[src/lom_pkg.sv]
// ----------------------------------------------------------------------------
// lom_pkg
// Shared types for the limit order matcher: one queued order.
// ----------------------------------------------------------------------------
package lom_pkg;

    localparam int unsigned FieldWidth = 32;

    typedef struct packed {
        logic                  is_buy;
        logic [FieldWidth-1:0] limit_price;
        logic [FieldWidth-1:0] order_qty;
        logic [FieldWidth-1:0] order_id;
        logic                  zero_qty;
    } t_order;

endpackage

[src/lom_front.sv]
// ----------------------------------------------------------------------------
// lom_front
// Accepts orders, flags zero-quantity orders and holds them in a two-entry
// queue in front of the matching engine.
// ----------------------------------------------------------------------------
module lom_front import lom_pkg::*; (
    input  logic                  i_clk,
    input  logic                  i_rst_n,
    input  logic                  i_in_valid,
    output logic                  o_in_stall,
    input  logic                  i_is_buy,
    input  logic [FieldWidth-1:0] i_limit_price,
    input  logic [FieldWidth-1:0] i_order_qty,
    input  logic [FieldWidth-1:0] i_order_id,
    input  logic                  i_pop,
    output logic                  o_head_valid,
    output t_order                o_head
);

    t_order     r_mem [2];
    logic       r_wp;
    logic       r_rp;
    logic [1:0] r_cnt;
    logic       w_push;
    logic       w_pop;

    assign o_in_stall   = (r_cnt == 2'd2);
    assign o_head_valid = (r_cnt != 2'd0);
    assign o_head       = r_mem[r_rp];
    assign w_push       = i_in_valid && !o_in_stall;
    assign w_pop        = i_pop && o_head_valid;

    // queue storage, order classified on entry
    always_ff @(posedge i_clk) begin
        if (w_push) begin
            r_mem[r_wp] <= '{is_buy: i_is_buy, limit_price: i_limit_price,
                             order_qty: i_order_qty, order_id: i_order_id,
                             zero_qty: (i_order_qty == '0)};
        end
    end

    // queue pointers
    always_ff @(posedge i_clk) begin
        if (!i_rst_n) begin
            r_wp  <= 1'b0;
            r_rp  <= 1'b0;
            r_cnt <= 2'd0;
        end else begin
            if (w_push) r_wp <= ~r_wp;
            if (w_pop)  r_rp <= ~r_rp;
            case ({w_push, w_pop})
                2'b10:   r_cnt <= r_cnt + 2'd1;
                2'b01:   r_cnt <= r_cnt - 2'd1;
                default: r_cnt <= r_cnt;
            endcase
        end
    end

endmodule

[config.mk]
export PLATFORM = sky130hd
export DESIGN_NAME = lom_front
export DESIGN_NICKNAME = d
export VERILOG_FILES = /design/src/lom_pkg.sv /design/src/lom_front.sv
export SDC_FILE = /design/constraint.sdc
export NUM_CORES = 1
export LEC_CHECK = 0
export ABC_AREA = 1
export BUFFER_PORTS_ARGS = -buffer_cell sky130_fd_sc_hd__buf_4
export CAP_MARGIN = 25
export CORE_MARGIN = 10
export CORE_UTILIZATION = 56
export DETAILED_ROUTE_END_ITERATION = 16
export GPL_TIMING_DRIVEN = 0
export HOLD_SLACK_MARGIN = 0.15
export PLACE_DENSITY = 0.84
export SLEW_MARGIN = 20
export SYNTH_ARGS = -nofsm -noshare
export SYNTH_HDL_FRONTEND = slang
export SYNTH_SLANG_ARGS = --single-unit
[constraint.sdc]
create_clock -name i_clk -period 13.95 [get_ports i_clk]
set_input_delay 2.79 -clock i_clk [delete_from_list [all_inputs] [get_ports i_clk]]
set_output_delay 2.79 -clock i_clk [all_outputs]
set_load 0.01 [all_outputs]
==> results.sh <==
export IMPL_startpoint_type="register"
export IMPL_wl_met1_um=5990
export IMPL_synthesis_nets=471
export IMPL_finalMaxSlewViolations=0
export IMPL_syn_cell_area_sq_um=7490
export IMPL_cpMostUsedCell="buf_6"
export IMPL_cp_end_kind="output port"
export IMPL_grt_pass1_vias=4435
export IMPL_cp_max_fo=10
export IMPL_max_vdd_ir_drop_mv=0.128
export IMPL_p_comb_share_pct=21.7
export IMPL_insertion_delay_ns=0.48
export IMPL_power_mw=1.65
export IMPL_wl_met2_um=7890
export IMPL_rows=42
export IMPL_drt_initial_drc_count=198
export IMPL_synth_top_area_share_pct=78.6
export IMPL_setup_viol=0
export IMPL_worstMarginPinSlew_ns=0.485
export IMPL_fin_ws_ns=9.36
export IMPL_multi_input_area_sq_um=1410
export IMPL_finalNonFillerCells=786
export IMPL_fill_cells=760
export IMPL_slew_headroom_pct=67.6
export IMPL_crit_buf_inv=4
export IMPL_holdBufCountCts=0
export IMPL_p_clk_share_pct=32.7
export IMPL_period_needed_ns=4.59
export IMPL_grt_overflow=0
export IMPL_dieHeight_um=136
export IMPL_core_area_sq_um=13200
export IMPL_dr_total_vias=4078
export IMPL_port_buffers=200
export IMPL_p_switching_mw=0.394
export IMPL_hpwl_um=11500
export IMPL_finalClockSkew_ns=0.00913
export IMPL_clock_sinks=201
export IMPL_clockBufferDepth=3
export IMPL_ant_nets=0
export IMPL_cts_buffers_inserted=20
export IMPL_setup_tns_ns=0
export IMPL_seq_area_frac_synth_pct=79.9
export IMPL_synthTopCellsByArea="edfxtp_1, mux2_2, mux2_4, nor2_1, dfxtp_1"
export IMPL_slowest_stage="dfxtp_1"
export IMPL_first_pass_iters=4
export IMPL_clock_fmax_mhz=218
export IMPL_grt_max_degree=59
export IMPL_synth_top_area_cell="edfxtp_1"
export IMPL_syn_inst=369
export IMPL_dp_cells=750
export IMPL_power_density_nw_per_um2=165
export IMPL_status="finished clean"
export IMPL_pre_cts_ws_ns=9.59
export IMPL_drt_vias_per_instance=5.19
export IMPL_intPower_mw=1.26
export IMPL_worstHoldPathType="reg2reg"
export IMPL_utilization_pct=76.0
export IMPL_place_congestion=0.779
export IMPL_wirelength_um=15800
export IMPL_ys_seq_elements=201
export IMPL_worst_setup_path_type="reg2out"
export IMPL_nNetsFinal=698
export IMPL_synth_cell_type_count=15
export IMPL_grt_pass1_wl_um=23500
export IMPL_die_x_um=136
export IMPL_drc=0
export IMPL_drv_cap=0
export IMPL_start_util_pct=56.8
export IMPL_period_share_pct=32.9
export IMPL_hold_viol=0
export IMPL_synth_area_per_cell_sq_um=20.3
export IMPL_ctsRootBufferMaster="clkbuf_16"
export IMPL_cts_tree="done"
export IMPL_crit_required_ns=11.16
export IMPL_max_stage_delay_ns=0.34
export IMPL_ys_warn_count=0
export IMPL_highest_layer="met4"
export IMPL_cts_setup_buffers=0
export IMPL_p_leak_nw=3.82
export IMPL_rsz0062_at_grt="false"
export IMPL_htree_num_levels=1
export IMPL_n_antenna_cell=0
export IMPL_die_area_sq_um=18400
export IMPL_cts_resized=0
export IMPL_met3_length_um=1610
export IMPL_post_drt_wl_per_cell_um=20.1
export IMPL_crit_chain="buf_6 > buf_6 > buf_6 > mux2_4 > buf_4"
export IMPL_crit_family="buffers and inverters"
export IMPL_drive_gt1_share_pct=56.7
export IMPL_seq_area_sq_um=5990
export IMPL_pin_count=201
export IMPL_crit_arrival_ns=1.80
export IMPL_clk_pin_slew_worst_paths_ns=0.06
export IMPL_grt_usage_pct=16.2
export IMPL_antenna_found_initial=0
export IMPL_switching_share_pct=23.9
export IMPL_p_seq_share_pct=45.6
export IMPL_syn2layout_area_growth_pct=33.9
==> registers in the layout, indices dropped and copies added (netlist names), named ones only <==
register  count
r_cnt         2
r_wp          1
r_mem       196
r_rp          1
==> layer usage <==
metal	global-route usage, %	up-vias
li1	-	1871
met3	6.31	26
met2	28.5	176
met1	18.1	2005
met4	4.13	0
met5	0	-
==> metrics by stage <==
stage / hold WS [ns] / instance area [sq um]
global route: 0.582 / 10000
detailed placement: 0.495 / 9350
CTS: 0.541 / 10000
finish: 0.537 / 10000
global placement: 0.480 / 9210
floorplan: 0.467 / 7490
==> cells by family after synthesis <==
kind of cell	count (synthesis)	synth area share, %
flip-flops	201	79.9
multiplexers	98	15.7
AND/OR/NAND/NOR	48	2.46
buffers and inverters	16	1.32
AO/OA/AOI/OAI	5	0.368
adder cells (fa/ha/maj)	1	0.167
==> worst paths after layout <==
path / cells past startpoint / slack [ns] / end / start
max: 5 / 9.36 / o_head[76] / register
min: 2 / 0.54 / r_wp / r_wp
max reg2reg: 6 / 12.05 / r_mem[0][89] / r_cnt[0]
min reg2reg: 2 / 0.54 / r_wp / r_wp
==> worst reg2reg max path, delay by kind of cell (launching register included) <==
family | cells | cell delay [ns]
and+or+nand+nor | 3 | 0.65
buffers and inverters | 3 | 0.54
DFF | 1 | 0.40
==> placed cells by master (no fill, tap or decap), drive strengths merged, types with 5 or more instances in the layout <==
cell type and instances:
clkbuf 23, edfxtp 196, mux2 98, buf 216, nor2 30, dfxtp 5
inv 5, nand2 16, clkinv 7
==> power by group through the flow <==
stage | clock network [mW] | registers [mW] | logic (mW)
4_1_cts | 0.551 | 0.754 | 0.365
6_report | 0.539 | 0.754 | 0.358
2_1_floorplan | 0 | 0.769 | 0.185
3_3_place_gp | 0 | 0.776 | 0.339
5_1_grt | 0.571 | 0.759 | 0.385
3_5_place_dp | 0 | 0.767 | 0.363
==> cells in the mapped netlist <==
cell,instances
a21oi_1,3
buf_2,7
buf_6,4
dfxtp_1,5
edfxtp_1,196
ha_1,1
inv_1,5
mux2_2,78
mux2_4,20
nand2_1,16
nand3_1,1
nor2_1,30
o21a_1,1
o21ai_0,1
or2_2,1
==> cell type report <==
| cell class | count | share of cell area [%] |
|---|---|---|
| Timing Repair Buffer | 205 | 16.3 |
| Inverter | 5 | 0.237 |
| Clock buffer | 23 | 5.32 |
| Buffer | 11 | 0.799 |
| Tap cell | 176 | 2.20 |
| Clock inverter | 13 | 1.41 |
| Multi-Input combinational cell | 152 | 14.1 |
| Sequential cell | 201 | 59.7 |
(Power assumes the default switching activity.)
