### config.mk
export PLATFORM = sky130hd
export DESIGN_NAME = lom_back
export DESIGN_NICKNAME = d
export VERILOG_FILES = /design/src/lom_pkg.sv /design/src/lom_back.sv
export SDC_FILE = /design/constraint.sdc
export NUM_CORES = 2
export LEC_CHECK = 0
export ABC_CLOCK_PERIOD_IN_PS = 18100
export BUFFER_PORTS_ARGS = -buffer_cell sky130_fd_sc_hd__buf_2
export CORE_MARGIN = 2
export CORE_UTILIZATION = 60
export CTS_CLUSTER_DIAMETER = 40
export DETAILED_ROUTE_END_ITERATION = 6
export GPL_TIMING_DRIVEN = 1
export PLACE_DENSITY = 0.73
export SYNTH_ARGS = -nofsm -noshare
export SYNTH_HDL_FRONTEND = slang
export SYNTH_MEMORY_MAX_BITS = 65536
export SYNTH_SLANG_ARGS = --single-unit
export TNS_END_PERCENT = 10
### constraint.sdc
create_clock -name i_clk -period 18.1 [get_ports i_clk]
set_clock_uncertainty 0.15 [all_clocks]
set_input_delay 5.43 -clock i_clk [delete_from_list [all_inputs] [get_ports i_clk]]
set_output_delay 5.43 -clock i_clk [all_outputs]
set_load 0.05 [all_outputs]
### src/lom_pkg.sv
// ----------------------------------------------------------------------------
// lom_pkg
// Shared types for the limit order matcher: one queued order.
// ----------------------------------------------------------------------------
package lom_pkg;

    localparam int unsigned FieldWidth = 32;

    typedef struct packed {
        logic                  is_buy;
        logic [FieldWidth-1:0] limit_price;
        logic [FieldWidth-1:0] order_qty;
        logic [FieldWidth-1:0] order_id;
        logic                  zero_qty;
    } t_order;

endpackage

### src/lom_back.sv
// ----------------------------------------------------------------------------
// lom_back
// Matching engine: slot table, best-maker scan one slot a cycle, fills,
// resting of the remainder and the summary beat, behind an output register.
// ----------------------------------------------------------------------------
module lom_back import lom_pkg::*; #(
    parameter int unsigned ORDER_SLOTS = 32
) (
    input  logic                  i_clk,
    input  logic                  i_rst_n,
    input  logic                  i_head_valid,
    input  t_order                i_head,
    output logic                  o_pop,
    output logic                  o_out_valid,
    input  logic                  i_out_stall,
    output logic [FieldWidth-1:0] o_taker_id,
    output logic [FieldWidth-1:0] o_maker_id,
    output logic [FieldWidth-1:0] o_fill_price,
    output logic [FieldWidth-1:0] o_fill_qty,
    output logic [FieldWidth-1:0] o_remaining_qty,
    output logic                  o_rested,
    output logic                  o_dropped,
    output logic                  o_last
);

    localparam int unsigned IW = (ORDER_SLOTS > 1) ? $clog2(ORDER_SLOTS) : 1;
    localparam int unsigned CW = $clog2(ORDER_SLOTS + 1);
    localparam logic [CW-1:0] LastCnt = CW'(ORDER_SLOTS);

    typedef enum logic [3:0] {
        S_IDLE = 4'b0001,
        S_SCAN = 4'b0010,
        S_FILL = 4'b0100,
        S_DONE = 4'b1000
    } t_state;

    t_state r_state;

    // slot table
    logic                  r_valid   [ORDER_SLOTS];
    logic                  m_buy     [ORDER_SLOTS];
    logic [FieldWidth-1:0] m_price   [ORDER_SLOTS];
    logic [FieldWidth-1:0] m_qty     [ORDER_SLOTS];
    logic [FieldWidth-1:0] m_id      [ORDER_SLOTS];
    logic [FieldWidth-1:0] m_arr     [ORDER_SLOTS];
    logic [FieldWidth-1:0] r_arr_cnt;

    // current taker
    logic                  r_buy;
    logic [FieldWidth-1:0] r_limit;
    logic [FieldWidth-1:0] r_rem;
    logic [FieldWidth-1:0] r_tid;

    // scan
    logic [CW-1:0]         r_idx;
    logic                  r_cv;
    logic [IW-1:0]         r_cidx;
    logic                  r_rd_valid;
    logic                  r_rd_buy;
    logic [FieldWidth-1:0] r_rd_price;
    logic [FieldWidth-1:0] r_rd_qty;
    logic [FieldWidth-1:0] r_rd_id;
    logic [FieldWidth-1:0] r_rd_arr;

    logic                  r_bfound;
    logic [IW-1:0]         r_bidx;
    logic [FieldWidth-1:0] r_bprice;
    logic [FieldWidth-1:0] r_bage;
    logic [FieldWidth-1:0] r_bqty;
    logic [FieldWidth-1:0] r_bid;

    // output register
    logic                  r_ov;
    logic [FieldWidth-1:0] r_o_taker, r_o_maker, r_o_price, r_o_qty, r_o_rem;
    logic                  r_o_rested, r_o_dropped, r_o_last;

    logic                  w_can_emit;
    logic                  w_cand;
    logic                  w_better;
    logic [FieldWidth-1:0] w_age;
    logic [FieldWidth-1:0] w_q;
    logic [FieldWidth-1:0] w_new_rem;
    logic [FieldWidth-1:0] w_maker_left;
    logic                  w_free_found;
    logic [IW-1:0]         w_free_idx;
    logic                  w_fill_we;
    logic                  w_rest_we;

    assign w_can_emit = !r_ov || !i_out_stall;
    assign o_pop      = (r_state == S_IDLE) && i_head_valid;

    // candidate test and priority compare
    always_comb begin
        w_age  = r_arr_cnt - r_rd_arr;
        w_cand = r_rd_valid && (r_rd_buy != r_buy) &&
                 (r_buy ? (r_rd_price <= r_limit) : (r_rd_price >= r_limit));
        if (!r_bfound) begin
            w_better = 1'b1;
        end else if (r_rd_price != r_bprice) begin
            w_better = r_buy ? (r_rd_price < r_bprice) : (r_rd_price > r_bprice);
        end else begin
            w_better = (w_age > r_bage);
        end
    end

    // fill arithmetic
    assign w_q          = (r_rem < r_bqty) ? r_rem : r_bqty;
    assign w_new_rem    = r_rem - w_q;
    assign w_maker_left = r_bqty - w_q;

    // lowest free slot
    always_comb begin
        w_free_found = 1'b0;
        w_free_idx   = '0;
        for (int i = ORDER_SLOTS - 1; i >= 0; i--) begin
            if (!r_valid[i]) begin
                w_free_found = 1'b1;
                w_free_idx   = IW'(i);
            end
        end
    end

    assign w_fill_we = (r_state == S_FILL) && r_bfound && w_can_emit;
    assign w_rest_we = (r_state == S_DONE) && w_can_emit && (r_rem != '0) && w_free_found;

    // slot payload memory, read at scan index
    always_ff @(posedge i_clk) begin
        r_rd_buy   <= m_buy[r_idx[IW-1:0]];
        r_rd_price <= m_price[r_idx[IW-1:0]];
        r_rd_qty   <= m_qty[r_idx[IW-1:0]];
        r_rd_id    <= m_id[r_idx[IW-1:0]];
        r_rd_arr   <= m_arr[r_idx[IW-1:0]];
        r_rd_valid <= r_valid[r_idx[IW-1:0]];
        r_cidx     <= r_idx[IW-1:0];
        if (w_fill_we) begin
            m_qty[r_bidx] <= w_maker_left;
        end
        if (w_rest_we) begin
            m_buy[w_free_idx]   <= r_buy;
            m_price[w_free_idx] <= r_limit;
            m_qty[w_free_idx]   <= r_rem;
            m_id[w_free_idx]    <= r_tid;
            m_arr[w_free_idx]   <= r_arr_cnt;
        end
    end

    // taker and best-maker payload
    always_ff @(posedge i_clk) begin
        if (o_pop) begin
            r_buy   <= i_head.is_buy;
            r_limit <= i_head.limit_price;
            r_rem   <= i_head.order_qty;
            r_tid   <= i_head.order_id;
        end
        if (w_fill_we) begin
            r_rem <= w_new_rem;
        end
        if (r_state == S_SCAN && r_cv && w_cand && w_better) begin
            r_bidx   <= r_cidx;
            r_bprice <= r_rd_price;
            r_bage   <= w_age;
            r_bqty   <= r_rd_qty;
            r_bid    <= r_rd_id;
        end
    end

    // control: state, scan counter, valid bits, arrival counter
    always_ff @(posedge i_clk) begin
        if (!i_rst_n) begin
            r_state   <= S_IDLE;
            r_idx     <= '0;
            r_cv      <= 1'b0;
            r_bfound  <= 1'b0;
            r_arr_cnt <= '0;
            for (int i = 0; i < ORDER_SLOTS; i++) r_valid[i] <= 1'b0;
        end else begin
            unique case (r_state)
                S_IDLE: begin
                    r_idx    <= '0;
                    r_cv     <= 1'b0;
                    r_bfound <= 1'b0;
                    if (i_head_valid) begin
                        r_state <= i_head.zero_qty ? S_DONE : S_SCAN;
                    end
                end
                S_SCAN: begin
                    if (r_idx != LastCnt) begin
                        r_idx <= r_idx + CW'(1);
                        r_cv  <= 1'b1;
                    end else begin
                        r_cv <= 1'b0;
                    end
                    if (r_cv && w_cand) r_bfound <= 1'b1;
                    if (r_idx == LastCnt && !r_cv) r_state <= S_FILL;
                end
                S_FILL: begin
                    if (!r_bfound) begin
                        r_state <= S_DONE;
                    end else if (w_can_emit) begin
                        if (w_maker_left == '0) r_valid[r_bidx] <= 1'b0;
                        r_idx    <= '0;
                        r_cv     <= 1'b0;
                        r_bfound <= 1'b0;
                        r_state  <= (w_new_rem != '0) ? S_SCAN : S_DONE;
                    end
                end
                S_DONE: begin
                    if (w_can_emit) begin
                        if (w_rest_we) begin
                            r_valid[w_free_idx] <= 1'b1;
                            r_arr_cnt <= r_arr_cnt + FieldWidth'(1);
                        end
                        r_state <= S_IDLE;
                    end
                end
                default: r_state <= S_IDLE;
            endcase
        end
    end

    // output valid
    always_ff @(posedge i_clk) begin
        if (!i_rst_n) begin
            r_ov <= 1'b0;
        end else if (w_fill_we || (r_state == S_DONE && w_can_emit)) begin
            r_ov <= 1'b1;
        end else if (!i_out_stall) begin
            r_ov <= 1'b0;
        end
    end

    // output payload
    always_ff @(posedge i_clk) begin
        if (w_fill_we) begin
            r_o_taker   <= r_tid;
            r_o_maker   <= r_bid;
            r_o_price   <= r_bprice;
            r_o_qty     <= w_q;
            r_o_rem     <= w_new_rem;
            r_o_rested  <= 1'b0;
            r_o_dropped <= 1'b0;
            r_o_last    <= 1'b0;
        end else if (r_state == S_DONE && w_can_emit) begin
            r_o_taker   <= r_tid;
            r_o_maker   <= '0;
            r_o_price   <= '0;
            r_o_qty     <= '0;
            r_o_rem     <= r_rem;
            r_o_rested  <= w_rest_we;
            r_o_dropped <= (r_rem != '0) && !w_free_found;
            r_o_last    <= 1'b1;
        end
    end

    assign o_out_valid     = r_ov;
    assign o_taker_id      = r_o_taker;
    assign o_maker_id      = r_o_maker;
    assign o_fill_price    = r_o_price;
    assign o_fill_qty      = r_o_qty;
    assign o_remaining_qty = r_o_rem;
    assign o_rested        = r_o_rested;
    assign o_dropped       = r_o_dropped;
    assign o_last          = r_o_last;

endmodule

==> metrics <==
clock buffer depth=4; clock root buffer=clkbuf_16; GRT overflow=0; status=finished, final reports clean; Worst-Margin Slew=1430 ps; Row Count=204; gpl congestion=0.894; Placed Cells=12.8k; layout cells sized above 1=29.5%; register area share after synthesis=75.4%; overall power=23.8 mW; setup slack at placement=5550 ps; most common cell after layout, fill and taps aside=edfxtp_1; worst skew pair latency=1020 ps; CTS tree=built; final setup fails=0; area of the multi-input gates=0.0441 mm2; synth unique cells=97; post_cts resized=0; number of buffers added for setup after CTS=0; synth-to-layout area growth=13.8%; met3 Resource Use GR=4.44%; met1 Use GR=42.3%; antenna viol nets, final=0; Avg Inst Size Synth=21.4 um2; syn_nets=8986; setup slack after layout=5560 ps; EDFF count, synth=4518; worst hold path startpoint=r_cidx[1]$_DFF_P_; GRT Resource Usage Total=29.2%; final setup TNS=0 ps; Lkg Pwr=68.8 nW; die area=0.314 mm2; flops & latches, synth=4733; FFs w/ async S/R, synth=0%; RSZ-0062 raised after global routing=no; crit path capture type=output pin; largest net degree at the start of global routing=163; FMAX=0.0797 GHz; Hold Fails Final Rpt=0; I/O pin cnt=267; Top FF cell, synth=edfxtp_1; DR iter-0 viols=12.7k; CTS clk-pin slew, worst paths=50 ps; worst min-delay path class=register to register; H-tree Lvls=6; Critical Path RT=12520 ps; first-pass GRT wire length=662000 um; P per Cell Area=113 mW/mm2; hpwl dp=239000 um; peak fanout along the critical path=35; CP startpoint kind=primary input; busiest grt layer=met2; most frequent cells in the layout=edfxtp_1 (4518), mux4_2 (1301), clkbuf_16 (547), nand2_1 (274), buf_2 (265); Max Cap Viol=0; fill count=18.4k; max-slew violations=0; Final period util=69.3%; non-filler cells, final=13.8k; worst vdd ir=0.109 mV; clock sinks=4733; initial antenna violation count=17; vias in the first global route=93.9k; Critical R2R Launch=r_rem[6]$_DFFE_PP_; Die X-Extent=560 um; met2 usage=47.0%; relative slew slack=4.74%; Initial Util=60.2%; Cell Area, Synth=0.186 mm2; Post-Syn Instances=8658; DRT Wirelength=458000 um; DRC Markers=0; path type of the worst setup path=primary input to output pin; area of the core=0.308 mm2; via count=92.6k; Port Buffer Count=266; Die Ht=560 um; Routed WL per cell=33.1 um; Arr. time, crit path=6960 ps; TritonCTS buffer count=540; Layout Nets=9605; Pre-antenna DRT Iters=6; Final Critical Period=12540 ps; Ys Warns=0; Vias/cell=6.69; sequential cell area=0.140 mm2; CTS Hold Bufs=0; crit path from=i_head_valid
[state kept, by name, summed over array words and instances, names as in the netlist, 1024 cells and up]
signal / flops
m_id: 1024
m_arr: 1024
m_qty: 1024
m_price: 1024
[final cells by class]
cell class / count / share of cell area (%)
diodes: 7 / 0.00829
clock buffers: 651 / 6.78
clock inverters: 330 / 1.83
inverters: 201 / 0.361
multi-input cells: 3340 / 20.9
flip-flops and latches: 4733 / 66.3
well taps: 4120 / 2.44
repair buffers: 461 / 1.47
[worst max-delay path, cell delays in order]
cell	delay, ps
buf_2	220
and2_4	850
buf_2	420
[path summary, 6_finish.rpt]
| kind | end | slack, ps | cells past startpoint |
|---|---|---|---|
| worst max-delay path | o_pop | 5560 | 3 |
| worst min-delay path | r_bidx[1]$_DFFE_PP_ | 230 | 0 |
| worst max register to register | r_valid[12]$_DFF_P_ | 9510 | 22 |
| worst min register to register | r_bidx[1]$_DFFE_PP_ | 230 | 0 |
[routing by layer]
layer,vias up,part of all wire (%)
met5,-,0.0061
met4,6,2.9
met3,719,9.3
met2,5249,49
met1,49226,39
li1,37420,-
[Yosys cell counts (all sizes together), types with 33 or more instances]
cell type     n  share of area (%)
nor2        267               0.55
and2         67               0.23
a21oi       143               0.39
clkbuf      306               0.62
xnor2        69               0.33
buf          78               0.18
o21ai       152               0.41
o211ai       33               0.16
a31oi        35               0.12
mux2i        40               0.22
nand4        54               0.18
inv         201               0.41
ha          223                1.5
dfxtp       215                2.3
edfxtp     4518                 73
xor2         33               0.16
nand3        53               0.15
mux4       1301                 16
nand2       274               0.55
nor3         43               0.12
mux2        131               0.79
a21o         74               0.30
[logic make-up after synthesis]
kind of cell    synth area share (%)
simple gates                    2.41
xor+xnor                       0.481
buf+inv                         1.20
fa+ha+maj                       1.54
compound gates                  2.18
flops                           75.4
mux                             16.8
[where the power goes]
group / internal [mW] / switching, mW
sequential: 12.1 / 0.0995
combinational: 0.171 / 0.468
clock: 6.46 / 4.51
[per-stage QoR]
step | area (um2) | utilization [%] | hold WS [ps]
after floorplan | 186000 | - | 179
after global placement | 193000 | 62.6 | 237
after detailed placement | 193000 | 62.6 | 239
after CTS | 211000 | 68.5 | 231
after global routing | 211000 | 68.5 | 237
final | 211000 | 68.5 | 225
Power figures use the tool's default switching activity.
